`src/hdl/csl_pkg.sv`:
```
package csl_pkg;

  // Field widths of the tick word and the configuration registers.
  localparam int unsigned VOLT_W  = 16;
  localparam int unsigned CFG_W   = 16;
  localparam int unsigned INDEX_W = 3;
  localparam int unsigned TICK_W  = 17;

  // Saturation value of the tick counter.
  localparam logic [TICK_W-1:0] TICK_MAX = {TICK_W{1'b1}};

  // Configuration register indexes.
  typedef enum logic [INDEX_W-1:0] {
    CFG_NO_BATTERY  = 3'd0,
    CFG_GREEN       = 3'd1,
    CFG_BLINK       = 3'd2,
    CFG_BLINK_PER   = 3'd3,
    CFG_ERR_ON_PER  = 3'd4,
    CFG_ERR_OFF_PER = 3'd5
  } cfg_idx_t;

  // Reset values of the configuration registers.
  localparam logic [CFG_W-1:0] BLINK_PER_RST   = 16'd500;
  localparam logic [CFG_W-1:0] ERR_ON_PER_RST  = 16'd250;
  localparam logic [CFG_W-1:0] ERR_OFF_PER_RST = 16'd250;

  // Current configuration as seen by the LED engine.
  typedef struct packed {
    logic [CFG_W-1:0] nobatt_limit;
    logic [CFG_W-1:0] green_threshold;
    logic [CFG_W-1:0] blink_threshold;
    logic [CFG_W-1:0] blink_period;
    logic [CFG_W-1:0] error_on_period;
    logic [CFG_W-1:0] error_off_period;
  } cfg_t;

  // One tick word.
  typedef struct packed {
    logic [VOLT_W-1:0] voltage;
    logic              top_slot;
    logic              error_active;
  } tick_t;

  // LED drive for one result word.
  typedef struct packed {
    logic red_on;
    logic green_on;
  } led_t;

endpackage

```
`src/hdl/csl_in_if.sv`:
```
interface csl_in_if
  import csl_pkg::*;
();
  logic              valid;
  logic              ready;
  logic [VOLT_W-1:0] voltage;
  logic              top_slot;
  logic              error_active;

  modport source (output valid, output voltage, output top_slot, output error_active,
                  input ready);
  modport sink   (input valid, input voltage, input top_slot, input error_active,
                  output ready);
endinterface

```
`src/hdl/csl_out_if.sv`:
```
interface csl_out_if;
  logic valid;
  logic ready;
  logic red_on;
  logic green_on;

  modport source (output valid, output red_on, output green_on, input ready);
  modport sink   (input valid, input red_on, input green_on, output ready);
endinterface

```
`src/hdl/csl_cfg_if.sv`:
```
interface csl_cfg_if
  import csl_pkg::*;
();
  logic               valid;
  logic               ready;
  logic [INDEX_W-1:0] index;
  logic [CFG_W-1:0]   data;

  modport source (output valid, output index, output data, input ready);
  modport sink   (input valid, input index, input data, output ready);
endinterface

```
`src/hdl/csl_cfg_regs.sv`:
```
module csl_cfg_regs
  import csl_pkg::*;
(
  input  logic               clk,
  input  logic               rst_n,
  input  logic               wr_en,
  input  logic [INDEX_W-1:0] wr_index,
  input  logic [CFG_W-1:0]   wr_data,
  output cfg_t               cfg
);

  cfg_t cfg_r;
  cfg_t cfg_nxt;

  // Decode the register index; unused indexes leave everything unchanged.
  always_comb begin
    cfg_nxt = cfg_r;
    if (wr_en) begin
      case (cfg_idx_t'(wr_index))
        CFG_NO_BATTERY:  cfg_nxt.nobatt_limit     = wr_data;
        CFG_GREEN:       cfg_nxt.green_threshold  = wr_data;
        CFG_BLINK:       cfg_nxt.blink_threshold  = wr_data;
        CFG_BLINK_PER:   cfg_nxt.blink_period     = wr_data;
        CFG_ERR_ON_PER:  cfg_nxt.error_on_period  = wr_data;
        CFG_ERR_OFF_PER: cfg_nxt.error_off_period = wr_data;
        default:         cfg_nxt = cfg_r;
      endcase
    end
  end

  always_ff @(posedge clk) begin
    if (!rst_n) begin
      cfg_r.nobatt_limit     <= '0;
      cfg_r.green_threshold  <= '0;
      cfg_r.blink_threshold  <= '0;
      cfg_r.blink_period     <= BLINK_PER_RST;
      cfg_r.error_on_period  <= ERR_ON_PER_RST;
      cfg_r.error_off_period <= ERR_OFF_PER_RST;
    end else begin
      cfg_r <= cfg_nxt;
    end
  end

  assign cfg = cfg_r;

endmodule

```
`src/hdl/csl_engine.sv`:
```
module csl_engine
  import csl_pkg::*;
(
  input  logic  clk,
  input  logic  rst_n,
  input  logic  step,
  input  tick_t tick,
  input  cfg_t  cfg,
  output led_t  led_nxt
);

  logic              green_sel_r, green_sel_nxt;
  logic              red_sel_r, red_sel_nxt;
  logic              green_lit_r, green_lit_nxt;
  logic              red_lit_r, red_lit_nxt;
  logic              blink_en_r, blink_en_nxt;
  logic              err_seen_r, err_seen_nxt;
  logic [TICK_W-1:0] ticks_r, ticks_nxt;
  logic              want_blink;
  logic [TICK_W-1:0] ticks_inc;

  // Colour rules first, then the blink rules, all on one tick word.
  always_comb begin
    green_sel_nxt = green_sel_r;
    red_sel_nxt   = red_sel_r;
    green_lit_nxt = green_lit_r;
    red_lit_nxt   = red_lit_r;
    blink_en_nxt  = blink_en_r;
    err_seen_nxt  = err_seen_r;
    want_blink    = (tick.voltage > cfg.blink_threshold) && tick.top_slot;

    // Colour selection is frozen while an error is active; blink enable is cleared on entry to error.
    if (!tick.error_active) begin
      if (tick.voltage > cfg.nobatt_limit) begin
        green_sel_nxt = 1'b0;
        red_sel_nxt   = 1'b0;
        green_lit_nxt = 1'b0;
        red_lit_nxt   = 1'b0;
      end else if (tick.voltage < cfg.green_threshold) begin
        if (green_sel_r || !red_sel_r) begin
          green_sel_nxt = 1'b0;
          red_sel_nxt   = 1'b1;
          green_lit_nxt = 1'b0;
          red_lit_nxt   = 1'b1;
        end
      end else begin
        if (!green_sel_r || red_sel_r) begin
          green_sel_nxt = 1'b1;
          red_sel_nxt   = 1'b0;
          green_lit_nxt = 1'b1;
          red_lit_nxt   = 1'b0;
        end
      end
      blink_en_nxt = want_blink;
      if (!want_blink) begin
        green_lit_nxt = green_sel_nxt;
        red_lit_nxt   = red_sel_nxt;
      end
    end

    // Saturating tick count.
    ticks_inc = (ticks_r == TICK_MAX) ? ticks_r : ticks_r + 1'b1;
    ticks_nxt = ticks_inc;

    if (tick.error_active) begin
      if (!err_seen_r) begin
        // Entry to error darkens both LEDs.
        err_seen_nxt  = 1'b1;
        blink_en_nxt  = 1'b0;
        green_lit_nxt = 1'b0;
        red_lit_nxt   = 1'b0;
      end else if (red_lit_r) begin
        if (ticks_inc > {1'b0, cfg.error_on_period}) begin
          ticks_nxt   = '0;
          red_lit_nxt = 1'b0;
        end
      end else if (ticks_inc > {1'b0, cfg.error_off_period}) begin
        ticks_nxt   = '0;
        red_lit_nxt = 1'b1;
      end
    end else begin
      err_seen_nxt = 1'b0;
      if (blink_en_nxt && (ticks_inc > {1'b0, cfg.blink_period})) begin
        ticks_nxt     = '0;
        green_lit_nxt = green_sel_nxt && !green_lit_nxt;
        red_lit_nxt   = red_sel_nxt && !red_lit_nxt;
      end
    end
  end

  always_ff @(posedge clk) begin
    if (!rst_n) begin
      green_sel_r <= 1'b0;
      red_sel_r   <= 1'b0;
      green_lit_r <= 1'b0;
      red_lit_r   <= 1'b0;
      blink_en_r  <= 1'b0;
      err_seen_r  <= 1'b0;
      ticks_r     <= '0;
    end else if (step) begin
      green_sel_r <= green_sel_nxt;
      red_sel_r   <= red_sel_nxt;
      green_lit_r <= green_lit_nxt;
      red_lit_r   <= red_lit_nxt;
      blink_en_r  <= blink_en_nxt;
      err_seen_r  <= err_seen_nxt;
      ticks_r     <= ticks_nxt;
    end
  end

  assign led_nxt.red_on   = red_lit_nxt;
  assign led_nxt.green_on = green_lit_nxt;

endmodule

```
`src/hdl/charge_status_led_blinker_top.sv`:
```
// Charge status LED blinker. Each input word is one millisecond tick; each tick
// gives exactly one result word with the red and green LED drive (1 = lit).
// The block takes one word per clock cycle while the output is not stalled. An
// accepted word sits in the input register while the LED engine, whose colour
// and blink state feeds back on itself every tick, works on it; when the output
// register can take it, the result is loaded into the output register and waits
// there to be taken. An output register lets a new word enter while the last
// result waits to be taken; the input stalls only when both registers are full.
// The six configuration registers (indexes 0 to 5) are written through the
// cfg channel, which is always ready; write them only while the block is idle.
// Reset values: thresholds 0, blink period 500, error on and off periods 250.
module charge_status_led_blinker_top
  import csl_pkg::*;
(
  input  logic      clk,
  input  logic      rst_n,
  csl_in_if.sink    in_ch,
  csl_out_if.source out_ch,
  csl_cfg_if.sink   cfg_ch
);

  tick_t tick_r;
  logic  tick_vld_r;
  led_t  led_r;
  logic  out_vld_r;
  led_t  led_nxt;
  cfg_t  cfg;
  logic  out_free;
  logic  step;
  logic  in_take;

  // Handshake: the engine steps when a word is held and the output can take it.
  assign out_free = !out_vld_r || out_ch.ready;
  assign step     = tick_vld_r && out_free;
  assign in_ch.ready = !tick_vld_r || step;
  assign in_take  = in_ch.valid && in_ch.ready;
  assign cfg_ch.ready = 1'b1;

  csl_cfg_regs u_cfg (
    .clk      (clk),
    .rst_n    (rst_n),
    .wr_en    (cfg_ch.valid),
    .wr_index (cfg_ch.index),
    .wr_data  (cfg_ch.data),
    .cfg      (cfg)
  );

  csl_engine u_engine (
    .clk     (clk),
    .rst_n   (rst_n),
    .step    (step),
    .tick    (tick_r),
    .cfg     (cfg),
    .led_nxt (led_nxt)
  );

  // Input register.
  always_ff @(posedge clk) begin
    if (!rst_n) begin
      tick_vld_r <= 1'b0;
    end else if (in_ch.ready) begin
      tick_vld_r <= in_ch.valid;
    end
  end

  always_ff @(posedge clk) begin
    if (in_take) begin
      tick_r.voltage      <= in_ch.voltage;
      tick_r.top_slot     <= in_ch.top_slot;
      tick_r.error_active <= in_ch.error_active;
    end
  end

  // Output register.
  always_ff @(posedge clk) begin
    if (!rst_n) begin
      out_vld_r <= 1'b0;
    end else if (out_free) begin
      out_vld_r <= step;
    end
  end

  always_ff @(posedge clk) begin
    if (step) begin
      led_r <= led_nxt;
    end
  end

  assign out_ch.valid    = out_vld_r;
  assign out_ch.red_on   = led_r.red_on;
  assign out_ch.green_on = led_r.green_on;

endmodule

```
`src/flat_wrapper.sv`:
```
// flat-port wrapper written by rule: the top's interface ports become plain ports
module charge_status_led_blinker_top_flat import csl_pkg::*;
  (clk, rst_n, in_ch_valid, in_ch_voltage, in_ch_top_slot, in_ch_error_active, in_ch_ready, out_ch_valid, out_ch_red_on, out_ch_green_on, out_ch_ready, cfg_ch_valid, cfg_ch_index, cfg_ch_data, cfg_ch_ready);
  csl_in_if in_ch_i ();
  csl_out_if out_ch_i ();
  csl_cfg_if cfg_ch_i ();
  input  logic clk;
  input  logic rst_n;
  input wire logic [$bits(in_ch_i.valid)-1:0] in_ch_valid;
  input wire logic [$bits(in_ch_i.voltage)-1:0] in_ch_voltage;
  input wire logic [$bits(in_ch_i.top_slot)-1:0] in_ch_top_slot;
  input wire logic [$bits(in_ch_i.error_active)-1:0] in_ch_error_active;
  output wire logic [$bits(in_ch_i.ready)-1:0] in_ch_ready;
  output wire logic [$bits(out_ch_i.valid)-1:0] out_ch_valid;
  output wire logic [$bits(out_ch_i.red_on)-1:0] out_ch_red_on;
  output wire logic [$bits(out_ch_i.green_on)-1:0] out_ch_green_on;
  input wire logic [$bits(out_ch_i.ready)-1:0] out_ch_ready;
  input wire logic [$bits(cfg_ch_i.valid)-1:0] cfg_ch_valid;
  input wire logic [$bits(cfg_ch_i.index)-1:0] cfg_ch_index;
  input wire logic [$bits(cfg_ch_i.data)-1:0] cfg_ch_data;
  output wire logic [$bits(cfg_ch_i.ready)-1:0] cfg_ch_ready;
  assign in_ch_i.valid = in_ch_valid;
  assign in_ch_i.voltage = in_ch_voltage;
  assign in_ch_i.top_slot = in_ch_top_slot;
  assign in_ch_i.error_active = in_ch_error_active;
  assign in_ch_ready = in_ch_i.ready;
  assign out_ch_valid = out_ch_i.valid;
  assign out_ch_red_on = out_ch_i.red_on;
  assign out_ch_green_on = out_ch_i.green_on;
  assign out_ch_i.ready = out_ch_ready;
  assign cfg_ch_i.valid = cfg_ch_valid;
  assign cfg_ch_i.index = cfg_ch_index;
  assign cfg_ch_i.data = cfg_ch_data;
  assign cfg_ch_ready = cfg_ch_i.ready;
  charge_status_led_blinker_top u_core (.clk(clk), .rst_n(rst_n), .in_ch(in_ch_i), .out_ch(out_ch_i), .cfg_ch(cfg_ch_i));
endmodule
```
`config.mk`:
```
export PLATFORM = sky130hd
export DESIGN_NAME = charge_status_led_blinker_top_flat
export DESIGN_NICKNAME = d
export VERILOG_FILES = /design/src/hdl/csl_pkg.sv /design/src/hdl/csl_in_if.sv /design/src/hdl/csl_out_if.sv /design/src/hdl/csl_cfg_if.sv /design/src/hdl/csl_cfg_regs.sv /design/src/hdl/csl_engine.sv /design/src/hdl/charge_status_led_blinker_top.sv /design/src/flat_wrapper.sv
export SDC_FILE = /design/constraint.sdc
export NUM_CORES = 1
export LEC_CHECK = 0
export CAP_MARGIN = 10
export CORE_UTILIZATION = 50
export CTS_CLUSTER_DIAMETER = 150
export DETAILED_ROUTE_END_ITERATION = 6
export DONT_BUFFER_PORTS = 1
export GPL_ROUTABILITY_DRIVEN = 1
export MAX_ROUTING_LAYER = met4
export SLEW_MARGIN = 20
export SYNTH_ARGS = -nofsm -noshare
export SYNTH_HDL_FRONTEND = slang
export SYNTH_HIERARCHICAL = 1
export SYNTH_SLANG_ARGS = --single-unit
export TNS_END_PERCENT = 20
```
`constraint.sdc`:
```
create_clock -name clk -period 10.6 [get_ports clk]
set_input_delay 0.53 -clock clk [delete_from_list [all_inputs] [get_ports clk]]
set_output_delay 0.53 -clock clk [all_outputs]
set_load 0.01 [all_outputs]
```
# After elaboration in Yosys (flattened, before gate mapping)
# Index checks and enable logic that the tools add are counted.
# totals
reg_bits	141
elab_cells	98
out_inout_bits	5
in_bits	42
# classes
n_lt_le_gt_ge	6
reduce_logical	23
add_sub_neg	1
eq_ne	6
muxes	42
# op_table
cell	count
two-way mux 17 bit	7
greater-than comparator 17 x 16 -> 1 bit	3
two-way mux 1 bit	35
greater-than comparator 16 bit	2
adder 17 x 1 -> 17 bit, second input constant	1
equality test 17 bit, second input constant	1
less-than comparator 16 bit	1
AND reduction 2 bit	6
equality test 3 x 2 -> 1 bit, second input constant	2
equality test 3 bit, second input constant	2
logical AND 1 bit	6
zero test 1 bit	6
logical OR 1 bit	4
equality test 3 x 1 -> 1 bit, second input constant	1
zero test 3 bit	1

# Longest topological paths before layout
# Gate-level depths: netlist (run 1).
# logic_depth
depth_word	11
depth_mapped	20

# Cells and area by module
# Netlist (run 1), hierarchy kept.
# modules_own_cells
mod	cells_each	instances	area_per_inst_um2	seq_area_each_um2
csl_engine	520	1	3966.3	460.4
csl_cfg_regs	345	1	3617.2	1921.8
charge_status_led_blinker_top	31	1	715.7	640.6

# Least setup slack after synthesis (run 1)
# Ideal clock, no wire load.
# synth_path
path_kind	register to register
from	register u_core.u_engine.ticks_r[0]
to	register u_core.u_engine.ticks_r[5]
slack_ps	6755
n_path_buf	2
stages_incl_launch_ff	21
arrival_ps	3775
setup_ps	70
cell_sequence	dfxtp_1 ha_1 nand4_1 nor4_2 nand2_1 and4_1 clkbuf_1 nand3_2 nor2_1 xor2_1 ha_1 a21o_1 a21o_1 a211o_1 a31oi_1 a21oi_1 o21ai_1 o221a_2 buf_2 nand3_1 a21boi_1
# synth_via
elab_chain_len	7
# synth_lines
item	line_no	source
start: declaration	csl_engine.sv:18	logic [TICK_W-1:0] ticks_r, ticks_nxt;
start signal: assignment	csl_engine.sv:107	ticks_r <= ticks_nxt;
adder 17 x 1 -> 17 bit / equality test 17 bit (equally long branches)	csl_engine.sv:62	ticks_inc = (ticks_r == TICK_MAX) ? ticks_r : ticks_r + 1'b1;
two-way mux 17 bit (*)	csl_engine.sv:62	
greater-than comparator 17 x 16 -> 1 bit (on tied branches)	csl_engine.sv:77, csl_engine.sv:73	
two-way mux 17 bit (on tied branches)	csl_engine.sv:77, csl_engine.sv:73	
two-way mux 17 bit	csl_engine.sv:72	end else if (red_lit_r) begin
two-way mux 17 bit	csl_engine.sv:66	if (!err_seen_r) begin
two-way mux 17 bit (*)	csl_engine.sv:65	if (tick.error_active) begin
# Every way passes the cells marked *; elsewhere a longest branch is shown, timed or not.
# A chain may end at the register's enable or synchronous reset.

# Worst setup path after layout (run 1)
# layout_path
from	register u_core.u_engine.ticks_r[11]
to	register u_core.u_engine.ticks_r[11]
# Same word-level chain as after synthesis.

==> results of run 1 <==
state kept, by name, indices dropped and copies added (netlist names):
register	cells
u_core/out_ch.green_on	1
u_core/out_ch.red_on	1
u_core/out_ch.valid	1
u_core/tick_r	18
u_core/tick_vld_r	1
u_core/u_cfg/cfg	96
u_core/u_engine/blink_en_r	1
u_core/u_engine/err_seen_r	1
u_core/u_engine/green_lit_r	1
u_core/u_engine/green_sel_r	1
u_core/u_engine/red_lit_r	1
u_core/u_engine/red_sel_r	1
u_core/u_engine/ticks_r	17
metrics by stage:
| step | utilization [%] | hold WS, ps | setup WS (ps) | instances |
|---|---|---|---|---|
| after floorplan | - | 435 | 6760 | 896 |
| after global placement | 52.3 | 443 | 6240 | 1076 |
| after detailed placement | 52.3 | 450 | 6030 | 1076 |
| after CTS | 55.8 | 175 | 6010 | 1108 |
| after global routing | 55.9 | 172 | 5590 | 1109 |
| final | 55.9 | 191 | 5950 | 1109 |
power by group through the flow:
stage / Clock, mW / Combinational, mW / Sequential [mW]
5_1_grt: 0.592 / 0.104 / 0.570
2_1_floorplan: 0 / 0.0795 / 0.576
3_3_place_gp: 0 / 0.0897 / 0.580
4_1_cts: 0.574 / 0.0934 / 0.569
3_5_place_dp: 0 / 0.0929 / 0.580
6_report: 0.556 / 0.0932 / 0.569
worst paths after layout:
check	start	to	slack, ps
max reg2reg	u_core/u_engine/ticks_r[11]	u_core/u_engine/ticks_r[11]	5950
min	in_ch_voltage[0]	u_core/tick_r[2]	190
max	u_core/u_engine/ticks_r[11]	u_core/u_engine/ticks_r[11]	5950
min reg2reg	u_core/u_cfg/cfg[74]	u_core/u_cfg/cfg[74]	460
layout make-up:
class	instances	share of cell area (%)
Inverter	99	4.14
Multi-Input combinational cell	616	52.5
Clock inverter	13	1.32
Timing Repair Buffer	5	0.502
Clock buffer	19	4.83
Tap cell	216	3.01
Sequential cell	141	33.7
metal layers:
| metal | vias up | part of all wire [%] | track usage [%] | wire length (µm) |
|---|---|---|---|---|
| li1 | 3068 | - | - | - |
| met1 | 2823 | 46 | 29.7 | 8910 |
| met2 | 100 | 49 | 40.6 | 9340 |
| met3 | 32 | 2.4 | 4.85 | 456 |
| met4 | 0 | 2.4 | 9.60 | 457 |
| met5 | - | 0 | - | 0 |
cell usage in the layout, fill, tap and decap left out, types with 4 or more instances in the layout:
cell,count
sky130_fd_sc_hd__nor2_1,21
sky130_fd_sc_hd__o311ai_1,4
sky130_fd_sc_hd__clkinv_4,4
sky130_fd_sc_hd__nand4b_1,5
sky130_fd_sc_hd__nand4_1,24
sky130_fd_sc_hd__o21ai_1,4
sky130_fd_sc_hd__o21a_1,4
sky130_fd_sc_hd__nor2b_1,35
sky130_fd_sc_hd__a211oi_1,5
sky130_fd_sc_hd__and3_1,7
sky130_fd_sc_hd__buf_4,4
sky130_fd_sc_hd__edfxtp_1,20
sky130_fd_sc_hd__nand2_1,122
sky130_fd_sc_hd__a21o_1,11
sky130_fd_sc_hd__a21boi_0,6
sky130_fd_sc_hd__inv_1,98
sky130_fd_sc_hd__clkbuf_16,17
sky130_fd_sc_hd__a21oi_1,27
sky130_fd_sc_hd__o21ai_0,13
sky130_fd_sc_hd__dfxtp_1,121
sky130_fd_sc_hd__ha_1,96
sky130_fd_sc_hd__nand2b_1,14
sky130_fd_sc_hd__mux2i_1,101
sky130_fd_sc_hd__xnor2_1,13
sky130_fd_sc_hd__a21boi_1,6
sky130_fd_sc_hd__o211ai_1,6
sky130_fd_sc_hd__nand3_1,29
sky130_fd_sc_hd__nand3b_1,6
critical path: stages (launching register included):
cell                       delay (ps)
sky130_fd_sc_hd__dfxtp_1          450
sky130_fd_sc_hd__and3_1           210
sky130_fd_sc_hd__nand2_1          100
sky130_fd_sc_hd__nor4_2           390
sky130_fd_sc_hd__nand2_1          250
sky130_fd_sc_hd__and4_1           340
sky130_fd_sc_hd__nand3_1          130
sky130_fd_sc_hd__xnor2_1          270
sky130_fd_sc_hd__ha_1             350
sky130_fd_sc_hd__a21o_1           180
sky130_fd_sc_hd__a21o_1           190
sky130_fd_sc_hd__a211o_1          260
sky130_fd_sc_hd__a31oi_1          150
sky130_fd_sc_hd__a21oi_1          110
sky130_fd_sc_hd__o21ai_1          240
sky130_fd_sc_hd__o221a_2          480
sky130_fd_sc_hd__inv_2            140
sky130_fd_sc_hd__o311ai_1         300
logic make-up after synthesis:
kind of cell / synth area share (%)
XOR/XNOR: 1.69
AO/OA/AOI/OAI: 9.71
buffers and inverters: 6.90
flip-flops: 36.4
other: 0.0452
multiplexers: 12.3
adder cells (fa/ha/maj): 14.5
AND/OR/NAND/NOR: 18.4
==> run metrics, run 1 <==
TritonCTS clock tree yes; result of the run complete, no violations; Final Max Tran Viols 0; floorplan die height 131 µm; clock latency of the later-clocked register in the worst-skew pair 430 ps; ratio of cells with drive above 1 in the final layout 6.27%; reported leakage power 4.02 nW; Synth-to-Final Area Change 8.10%; required time reported for the critical path endpoint 10,920 ps; area of the multi-input gates 0.00471 mm²; Register-to-Register Path Depth 17; Distinct cells, synth 72; width of the die 131 µm; starting density of the core 51.7%; worst-case headroom to the max-slew limit 39.0%; unrepaired setup endpoints after global routing no; clock-pin slew on the worst setup and hold paths 60 ps; WHS Path Cells 0; signal arrival time at the worst endpoint 4960 ps; Hold Path Class primary input to flip-flop; sequential-to-total area share from yosys stat 36.4%; grt total ovfl 0; Sequential cell area 0.00302 mm²; antenna cell count 0; number of hold buffers added after CTS 0; via total after detailed routing 6,023; async set-or-reset flop fraction in the synthesized netlist 0%; Cell Area, Placed 0.00840 mm²; most frequent cells after synthesis sky130_fd_sc_hd__nand2_1 (122), sky130_fd_sc_hd__dfxtp_1 (121), sky130_fd_sc_hd__mux2i_1 (101), sky130_fd_sc_hd__inv_1 (98), sky130_fd_sc_hd__ha_1 (96); via density per instance 5.43; ranking of synthesized cells by area sky130_fd_sc_hd__dfxtp_1 (29%), sky130_fd_sc_hd__ha_1 (14%), sky130_fd_sc_hd__mux2i_1 (12%); post-synthesis cell type with the largest combined area sky130_fd_sc_hd__dfxtp_1; setup repair bufs after CTS 0; endpoint kind of the worst setup timing path flip-flop; count of maximum capacitance violations 0; final number of setup-violating endpoints 0; type of origin of the critical path flip-flop; vias in the first global route 6,028; clock buffer count from CTS 17; fin nets 1,018; post-route antenna net violation count 0; number of buffers inserted by port buffering 0; Tmin final 4650 ps; total design power 1.22 mW; DR pass1 iterations 5; Routed WL 19.2 mm; path type of the worst setup path flip-flop to flip-flop; combinational share of power 7.6%; I/O pin cnt 47; number of synthesis warnings 6; portion of total power attributed to sequential cells 46.7%; number of design rule violations left after detail routing 0; area enclosed by the die boundary 0.0171 mm²; synthesized area 0.00830 mm²; clock group share of total power 45.7%; Sink Count 141; maximum net fanout on the critical path 16; cell count after synthesis 896; count of endpoints failing hold in the final timing report 0; sum of negative setup slack 0 ps; net count of the mapped netlist 1,034; cell row count 46; DRC marker count from the first detailed-route iteration 268; synthesized flop and latch total 141; H-Tree Depth 4; fill count 1,423; Cell Pwr Density 136 mW/mm²; fraction of power spent switching nets 24.4%; switching power 0.298 mW; average detailed-routed wire length per instance 17.3 µm; clock tree root buffer cell sky130_fd_sc_hd__clkbuf_16; first-pass GRT wire length 30.6 mm; number of gates resized after cts 0; Longest Clk Path Bufs 2; Fmax achieved 0.215 GHz; pin count of the biggest net entering global routing 157; detailed-placement wirelength estimate 14.3 mm; Max IR drop VDD 0.121 mV; area of the placeable core 0.0161 mm²; design area 0.00897 mm²; number of enable-type register cells in the synthesized netlist 20; cell with the most instances after synthesis sky130_fd_sc_hd__nand2_1; prevailing post-synth register cell sky130_fd_sc_hd__dfxtp_1; internal power 0.920 mW; average cell area after synthesis 9.26 µm²; area share of the leading cell type in the synthesized netlist 29.2%; Worst Skew 17.7 ps; measured slew at the worst slew-check pin 915 ps; overall global routing resource usage 24.7%; antenna violations before repair 0; global placement routability congestion 0.856; share of the clock period used by the worst path 43.9%
Note: power is estimated with default switching activity, not from simulation.
==> inputs of run 2 (changes only) <==
- PLACE_DENSITY: default -> 0.68
- clock period: 10.6 -> 4.2 ns (I/O delays scaled with it)
==> run 2 against run 1 <==
  * Register-to-register slack got worse by 5700 ps
  * Clock skew fell by 8.9 ps
  * Total power rose to 2.5 times the previous value
  * Hold slack got worse by 180 ps
  * Sequential share of layout area fell by 1.6 points
  * Non-clock buffer count rose by 37
  * Routed wire length fell by 1.2%
  * Fmax rose by 18%
  * First-iteration DRC count rose by 65%
  * Core utilization rose by 2.8 points
  * Setup slack got worse by 5700 ps
  * Critical path type unchanged
  * Largest cell class unchanged
  * Largest power group unchanged
==> run metrics, run 2 (synthesis gave the netlist of run 1 again) <==
result of the run complete, no violations; H-Tree Depth 4 (unchanged); endpoint kind of the worst setup timing path flip-flop; final number of setup-violating endpoints 0 (unchanged); clock latency of the later-clocked register in the worst-skew pair 420 ps (about the same); I/O pin cnt 47 (unchanged); fill count 1,387 (-2.5%); detailed-placement wirelength estimate 13.3 mm (-7.2%); DRC marker count from the first detailed-route iteration 442 (+65%); TritonCTS clock tree yes; starting density of the core 51.7% (unchanged); Cell Pwr Density 326 mW/mm² (+140%); Final Max Tran Viols 0 (unchanged); clock group share of total power 44.4% (-1.3 points); unrepaired setup endpoints after global routing no; antenna violations before repair 1 (+1); Synth-to-Final Area Change 13.6%; post-route antenna net violation count 0 (unchanged); fin nets 1,055 (+3.6%); Longest Clk Path Bufs 2 (unchanged); DR pass1 iterations 5 (unchanged); via density per instance 5.45 (+0.33%); first-pass GRT wire length 31.0 mm (+1.4%); clock-pin slew on the worst setup and hold paths 60 ps (about the same); average detailed-routed wire length per instance 16.5 µm (-4.5%); type of origin of the critical path flip-flop; cell row count 46 (unchanged); overall global routing resource usage 24.6% (-0.072 points); via total after detailed routing 6,250 (+3.8%); flip-flop count of the largest register, all copies and words added 96 (unchanged); clock buffer count from CTS 17 (unchanged); area of the placeable core 0.0161 mm² (unchanged); clock tree root buffer cell sky130_fd_sc_hd__clkbuf_16; maximum net fanout on the critical path 7 (-9); vias in the first global route 6,241 (+3.5%); area enclosed by the die boundary 0.0171 mm² (unchanged); fraction of power spent switching nets 24.8% (+0.33 points); worst-case register-to-register setup slack 250 ps (-5700 ps); switching power 0.761 mW (+160%); Register-to-Register Path Depth 18 (+1); measured slew at the worst slew-check pin 1020 ps (+108 ps); signal arrival time at the worst endpoint 4300 ps (-660 ps); required time reported for the critical path endpoint 4550 ps (-6370 ps); global placement routability congestion 0.892 (+4.2%); count of maximum capacitance violations 0 (unchanged); reported leakage power 4.23 nW (+5.4%); Fmax achieved 0.253 GHz (+18%); count of endpoints failing hold in the final timing report 0 (unchanged); floorplan die height 131 µm (unchanged); Sink Count 141 (unchanged); Tmin final 3950 ps (-699 ps); pin count of the biggest net entering global routing 112 (-29%); worst-case headroom to the max-slew limit 31.8% (-7.2 points); leading cell types in the layout, fill and taps excluded sky130_fd_sc_hd__nand2_1 (122), sky130_fd_sc_hd__dfxtp_1 (118), sky130_fd_sc_hd__mux2i_1 (101); number of design rule violations left after detail routing 0 (unchanged); ratio of cells with drive above 1 in the final layout 8.92% (+2.7 points); grt total ovfl 0 (unchanged); path type of the worst setup path flip-flop to flip-flop; number of buffers inserted by port buffering 0 (unchanged); sum of negative setup slack 0 ps (unchanged); most common library cell in the layout ignoring fill and taps sky130_fd_sc_hd__nand2_1; WHS Path Cells 2 (+2); portion of total power attributed to sequential cells 46.7% (about the same); Max IR drop VDD 0.295 mV (+140%); Worst Skew 8.74 ps (-8.93 ps); internal power 2.31 mW (+150%); Routed WL 18.9 mm (-1.2%); share of the clock period used by the worst path 94.0% (+50 points); final core area utilization 58.7% (+2.8 points); Hold Path Class primary input to flip-flop; combinational share of power 8.9% (+1.3 points); width of the die 131 µm (unchanged)
==> run 2: final timing paths <==
check,start,end
worst max-delay path,u_core/u_engine/ticks_r[1],u_core/u_engine/ticks_r[14]
worst min-delay path,out_ch_ready,u_core/tick_vld_r
worst max register to register,u_core/u_engine/ticks_r[1],u_core/u_engine/ticks_r[14]
worst min register to register,u_core/u_cfg/cfg[72],u_core/u_cfg/cfg[72]
==> run 2: power groups by stage <==
| stage | Sequential, mW | Clock (mW) | Combinational, mW |
|---|---|---|---|
| 2_1_floorplan | 1.45 | 0 | 0.201 |
| 3_3_place_gp | 1.46 | 0 | 0.225 |
| 3_5_place_dp | 1.46 | 0 | 0.228 |
| 4_1_cts | 1.43 | 1.39 | 0.271 |
| 5_1_grt | 1.44 | 1.45 | 0.304 |
| 6_report | 1.43 | 1.37 | 0.273 |
==> run 2: what timing repair did <==
| action | 4_1_cts | 5_1_grt |
|---|---|---|
| resized for setup | 1 | 22 |
| hold endpoints to repair | 138 | 0 |
| endpoints found under the setup margin | 1 | 21 |
| hold buffers | 30 | 0 |
| buffers inserted | 0 | 1 |
| pin swaps | 0 | 2 |
==> run 2: worst max-delay path: stages, from the launching register on <==
cell and delay, ps:
sky130_fd_sc_hd__dfxtp_1 380, sky130_fd_sc_hd__ha_2 230, sky130_fd_sc_hd__nand4_1 150, sky130_fd_sc_hd__nor4_4 320
sky130_fd_sc_hd__nand2_1 130, sky130_fd_sc_hd__and4_2 300, sky130_fd_sc_hd__nand3_1 140, sky130_fd_sc_hd__xnor2_2 190
sky130_fd_sc_hd__ha_1 310, sky130_fd_sc_hd__a21o_1 180, sky130_fd_sc_hd__a21o_1 190, sky130_fd_sc_hd__a211o_1 270
sky130_fd_sc_hd__a31oi_1 160, sky130_fd_sc_hd__a21oi_1 120, sky130_fd_sc_hd__o21ai_2 160, sky130_fd_sc_hd__o221a_4 250
sky130_fd_sc_hd__buf_4 140, sky130_fd_sc_hd__nand3_1 70, sky130_fd_sc_hd__a21boi_1 190
==> run 2: through the flow <==
step                total power, mW  hold WS [ps]  instances  area, µm²  setup slack, ps
global route                   3.19          4.18       1147       9420            0.531
detailed placement             1.69           309       1083       8460             33.4
floorplan                      1.65           309        896       8300              355
CTS                            3.09          1.64       1145       9310             29.6
global placement               1.69           309       1083       8460             97.5
finish                         3.07          14.8       1147       9420              250
==> run 2: metal layers <==
| layer | GRT usage (%) | share of wire [%] | vias up |
|---|---|---|---|
| met1 | 28.9 | 47 | 2996 |
| met2 | 41.7 | 49 | 88 |
| met5 | - | 0 | - |
| met3 | 5.50 | 3.2 | 17 |
| li1 | - | - | 3149 |
| met4 | 7.91 | 1.3 | 0 |
==> run 2: layout make-up <==
type / count / area [µm²] / area share [%]
antenna: 1 / 2.50 / 0.0266
tap: 216 / 270 / 2.87
sequential: 141 / 3030 / 32.1
inverter: 99 / 372 / 3.94
clock inverter: 10 / 68.8 / 0.730
timing repair buffer: 42 / 408 / 4.33
multi-input combinational: 616 / 4810 / 51.1
clock buffer: 22 / 464 / 4.93
==> inputs of run 3 (changes only) <==
- ABC_AREA: default -> 1
- CORE_UTILIZATION: 50 -> 30
- PLACE_DENSITY: 0.68 -> default
==> run 3 against run 2 <==
  * Fmax rose by 5.3%
  * Hold slack improved by 24 ps
  * Core utilization fell by 24 points
  * First-iteration DRC count is 12% higher
  * Sequential cell count unchanged
  * Sequential power is essentially flat
  * Register-to-register slack improved by 200 ps
  * Critical endpoint is now u_core/u_engine/ticks_r[13]
==> run metrics, run 3 <==
ranking of synthesized cells by area sky130_fd_sc_hd__dfxtp_1 (27%), sky130_fd_sc_hd__ha_1 (13%), sky130_fd_sc_hd__nand2_1 (11%); Routed WL 23.7 mm (+25%); post-synthesis cell type with the largest combined area sky130_fd_sc_hd__dfxtp_1; starting density of the core 30.8% (-21 points); ratio of cells with drive above 1 in the final layout 7.97% (-0.96 points); share of the clock period used by the worst path 89.3% (-4.7 points); H-Tree Depth 4 (unchanged); portion of total power attributed to sequential cells 43.0% (-3.7 points); Post-Layout Cell Count 1,639 (+43%); path type of the worst setup path flip-flop to flip-flop; leading cell types in the layout, fill and taps excluded sky130_fd_sc_hd__nand2_1 (253), sky130_fd_sc_hd__nor2_1 (191), sky130_fd_sc_hd__inv_1 (177); Placed Cells 1,576 (+46%); switching power 0.978 mW (+28%); combined buffer and inverter count along the critical path 0 (-1); slowest cell on the critical path sky130_fd_sc_hd__dfxtp_1; via density per instance 4.70 (-14%); Cell Area, Placed 0.00913 mm² (+8.0%); overall global routing resource usage 16.7% (-7.9 points); multiplexer share of the synthesized area 0.112% (-12 points); I/O pin cnt 47 (unchanged); average cell area after synthesis 7.23 µm² (-22%); Hold Path Class primary input to flip-flop; prevailing post-synth register cell sky130_fd_sc_hd__dfxtp_1; Longest Clk Path Bufs 2 (unchanged); worst-case headroom to the max-slew limit 39.9% (+8.1 points); Distinct cells, synth 47 (-35%); fin nets 1,380 (+31%); flip-flop count of the largest register, all copies and words added 96 (unchanged); fraction of power spent switching nets 28.9% (+4.1 points); Max IR drop VDD 0.285 mV (-3.4%); post-route antenna net violation count 0 (unchanged); reported leakage power 4.47 nW (+5.7%); Synth-to-Final Area Change 12.9%; Cell Pwr Density 337 mW/mm² (+3.4%); clock buffer count from CTS 17 (unchanged); cell row count 62 (+35%); maximum single-stage delay on the critical path 390 ps (about the same); sequential-to-total area share from yosys stat 34.0% (-2.5 points); signal arrival time at the worst endpoint 4030 ps (-270 ps); area enclosed by the die boundary 0.0304 mm² (+77%); fill count 3,118 (+120%); average detailed-routed wire length per instance 14.5 µm (-12%); DRC marker count from the first detailed-route iteration 494 (+12%); required time reported for the critical path endpoint 4480 ps (-70 ps); floorplan die height 174 µm (+33%); synthesized-area fraction occupied by and/or/nand/nor cells 34.2% (+16 points); most common library cell in the layout ignoring fill and taps sky130_fd_sc_hd__nand2_1; maximum net fanout on the critical path 16 (+9); internal power 2.41 mW (+4.1%); pin count of the biggest net entering global routing 99 (-12%); result of the run complete, no violations; endpoint kind of the worst setup timing path flip-flop; post-synthesis xor/xnor area fraction 1.28% (-0.41 points); area of the placeable core 0.0289 mm² (+80%); cell-by-cell trace of the critical path ha_1, nand3_2, nor2_4, nand3_4, nor2_1, nor2_1, nand2_1, nor2_1, xor2_2, ha_1, nand2_1, nor3_1, nor3b_1, nand3_1, nand3_1, nand3_4, nand2_2, nand2_4, nand3_1, a21oi_1; count of endpoints failing hold in the final timing report 0 (unchanged); first-pass GRT wire length 38.4 mm (+24%); Worst Skew 18.4 ps (+9.61 ps); width of the die 174 µm (+33%); main combinational cell family by area after synthesis simple AND/OR/NAND/NOR gates; clock latency of the later-clocked register in the worst-skew pair 430 ps (about the same); TritonCTS clock tree yes; complex-gate fraction of the synthesized area 6.09% (-3.6 points); Tmin final 3750 ps (-199 ps); number of enable-type register cells in the synthesized netlist 20 (unchanged); area share of the leading cell type in the synthesized netlist 27.2% (-2.0 points); setup repair bufs after CTS 0 (unchanged); measured slew at the worst slew-check pin 900 ps (-123 ps); Final Max Tran Viols 0 (unchanged); Fmax achieved 0.267 GHz (+5.3%); synthesized area 0.00890 mm² (+7.2%); cell count after synthesis 1,231 (+37%); antenna cell count 0 (-1); number of design rule violations left after detail routing 0 (unchanged); clock-pin slew on the worst setup and hold paths 60 ps (about the same); design area 0.0100 mm² (+6.6%); via total after detailed routing 7,708 (+23%); smallest setup slack after layout 450 ps (+199 ps); sum of negative setup slack 0 ps (unchanged); clock group share of total power 44.6% (+0.2 points); detailed-placement wirelength estimate 17.0 mm (+28%); combinational share of power 12.4% (+3.5 points); cell family contributing the most delay on the critical path simple AND/OR/NAND/NOR gates; synthesized flop and latch total 141 (unchanged); net count of the mapped netlist 1,369 (+32%); number of synthesis warnings 6 (unchanged); count of maximum capacitance violations 0 (unchanged); vias in the first global route 7,327 (+17%); worst slack after detailed placement 451 ps (+418 ps); unrepaired setup endpoints after global routing no; Sink Count 141 (unchanged); global placement routability congestion 0.877 (-1.8%); type of origin of the critical path flip-flop; worst-case register-to-register setup slack 450 ps (+200 ps); antenna violations before repair 0 (-1); cell with the most instances after synthesis sky130_fd_sc_hd__nand2_1; most frequent cells after synthesis sky130_fd_sc_hd__nand2_1 (253), sky130_fd_sc_hd__nor2_1 (191), sky130_fd_sc_hd__inv_1 (177), sky130_fd_sc_hd__nand3_1 (130), sky130_fd_sc_hd__dfxtp_1 (121); adder-cell share of the synthesized area 13.5% (-0.97 points); async set-or-reset flop fraction in the synthesized netlist 0% (unchanged); DR pass1 iterations 7 (+2); number of buffers inserted by port buffering 0 (unchanged); clock tree root buffer cell sky130_fd_sc_hd__clkbuf_16; final number of setup-violating endpoints 0 (unchanged); grt total ovfl 0 (unchanged)
==> run 3: power by group through the flow <==
stage / Combinational, mW / Sequential [mW] / Clock, mW
final: 0.420 / 1.45 / 1.51
after global routing: 0.476 / 1.46 / 1.61
after CTS: 0.419 / 1.45 / 1.55
after detailed placement: 0.373 / 1.48 / 0
after global placement: 0.367 / 1.48 / 0
after floorplan: 0.311 / 1.47 / 0
==> run 3: area by class of cell <==
class	count	area, µm²	area share (%)
clock buffers	18	429	4.27
inverters	182	686	6.83
repair buffers	34	350	3.49
well taps	384	480	4.78
multi-input cells	866	4930	49.1
flip-flops and latches	141	3020	30.1
clock inverters	14	145	1.45
==> run 3: routing by layer <==
layer	wire length (µm)	GRT usage [%]
met2	10700	26.4
met5	0	-
met1	11700	21.6
met4	413	5.04
met3	877	3.00
==> run 3: stage by stage <==
stage | util, % | total power [mW] | hold WS (ps)
finish | 34.7 | 3.39 | 38.9
global route | 34.7 | 3.55 | 70.6
CTS | 34.7 | 3.43 | 10.9
detailed placement | 31.6 | 1.86 | 309
global placement | 31.6 | 1.85 | 309
floorplan | - | 1.78 | 309
==> run 3: worst paths after layout <==
kind / startpoint / to / cells past startpoint
min: rst_n / u_core/u_engine/err_seen_r / 2
max reg2reg: u_core/u_engine/ticks_r[0] / u_core/u_engine/ticks_r[13] / 20
min reg2reg: u_core/u_cfg/cfg[37] / u_core/u_cfg/cfg[37] / 2
max: u_core/u_engine/ticks_r[0] / u_core/u_engine/ticks_r[13] / 20
==> run 3: kinds of logic (layout without fill, tap and decap cells) <==
family,after synthesis,in the layout
fa+ha+maj,96,96
flops,141,141
xor+xnor,13,13
mux,1,1
simple gates,663,663
other cells,1,1
compound gates,92,92
buf+inv,224,248
==> run 3: repair_timing <==
action	in CTS	in global routing
resized for setup	0	1
endpoints found under the setup margin	0	13
hold buffers	31	0
endpoints found under the hold margin	117	0
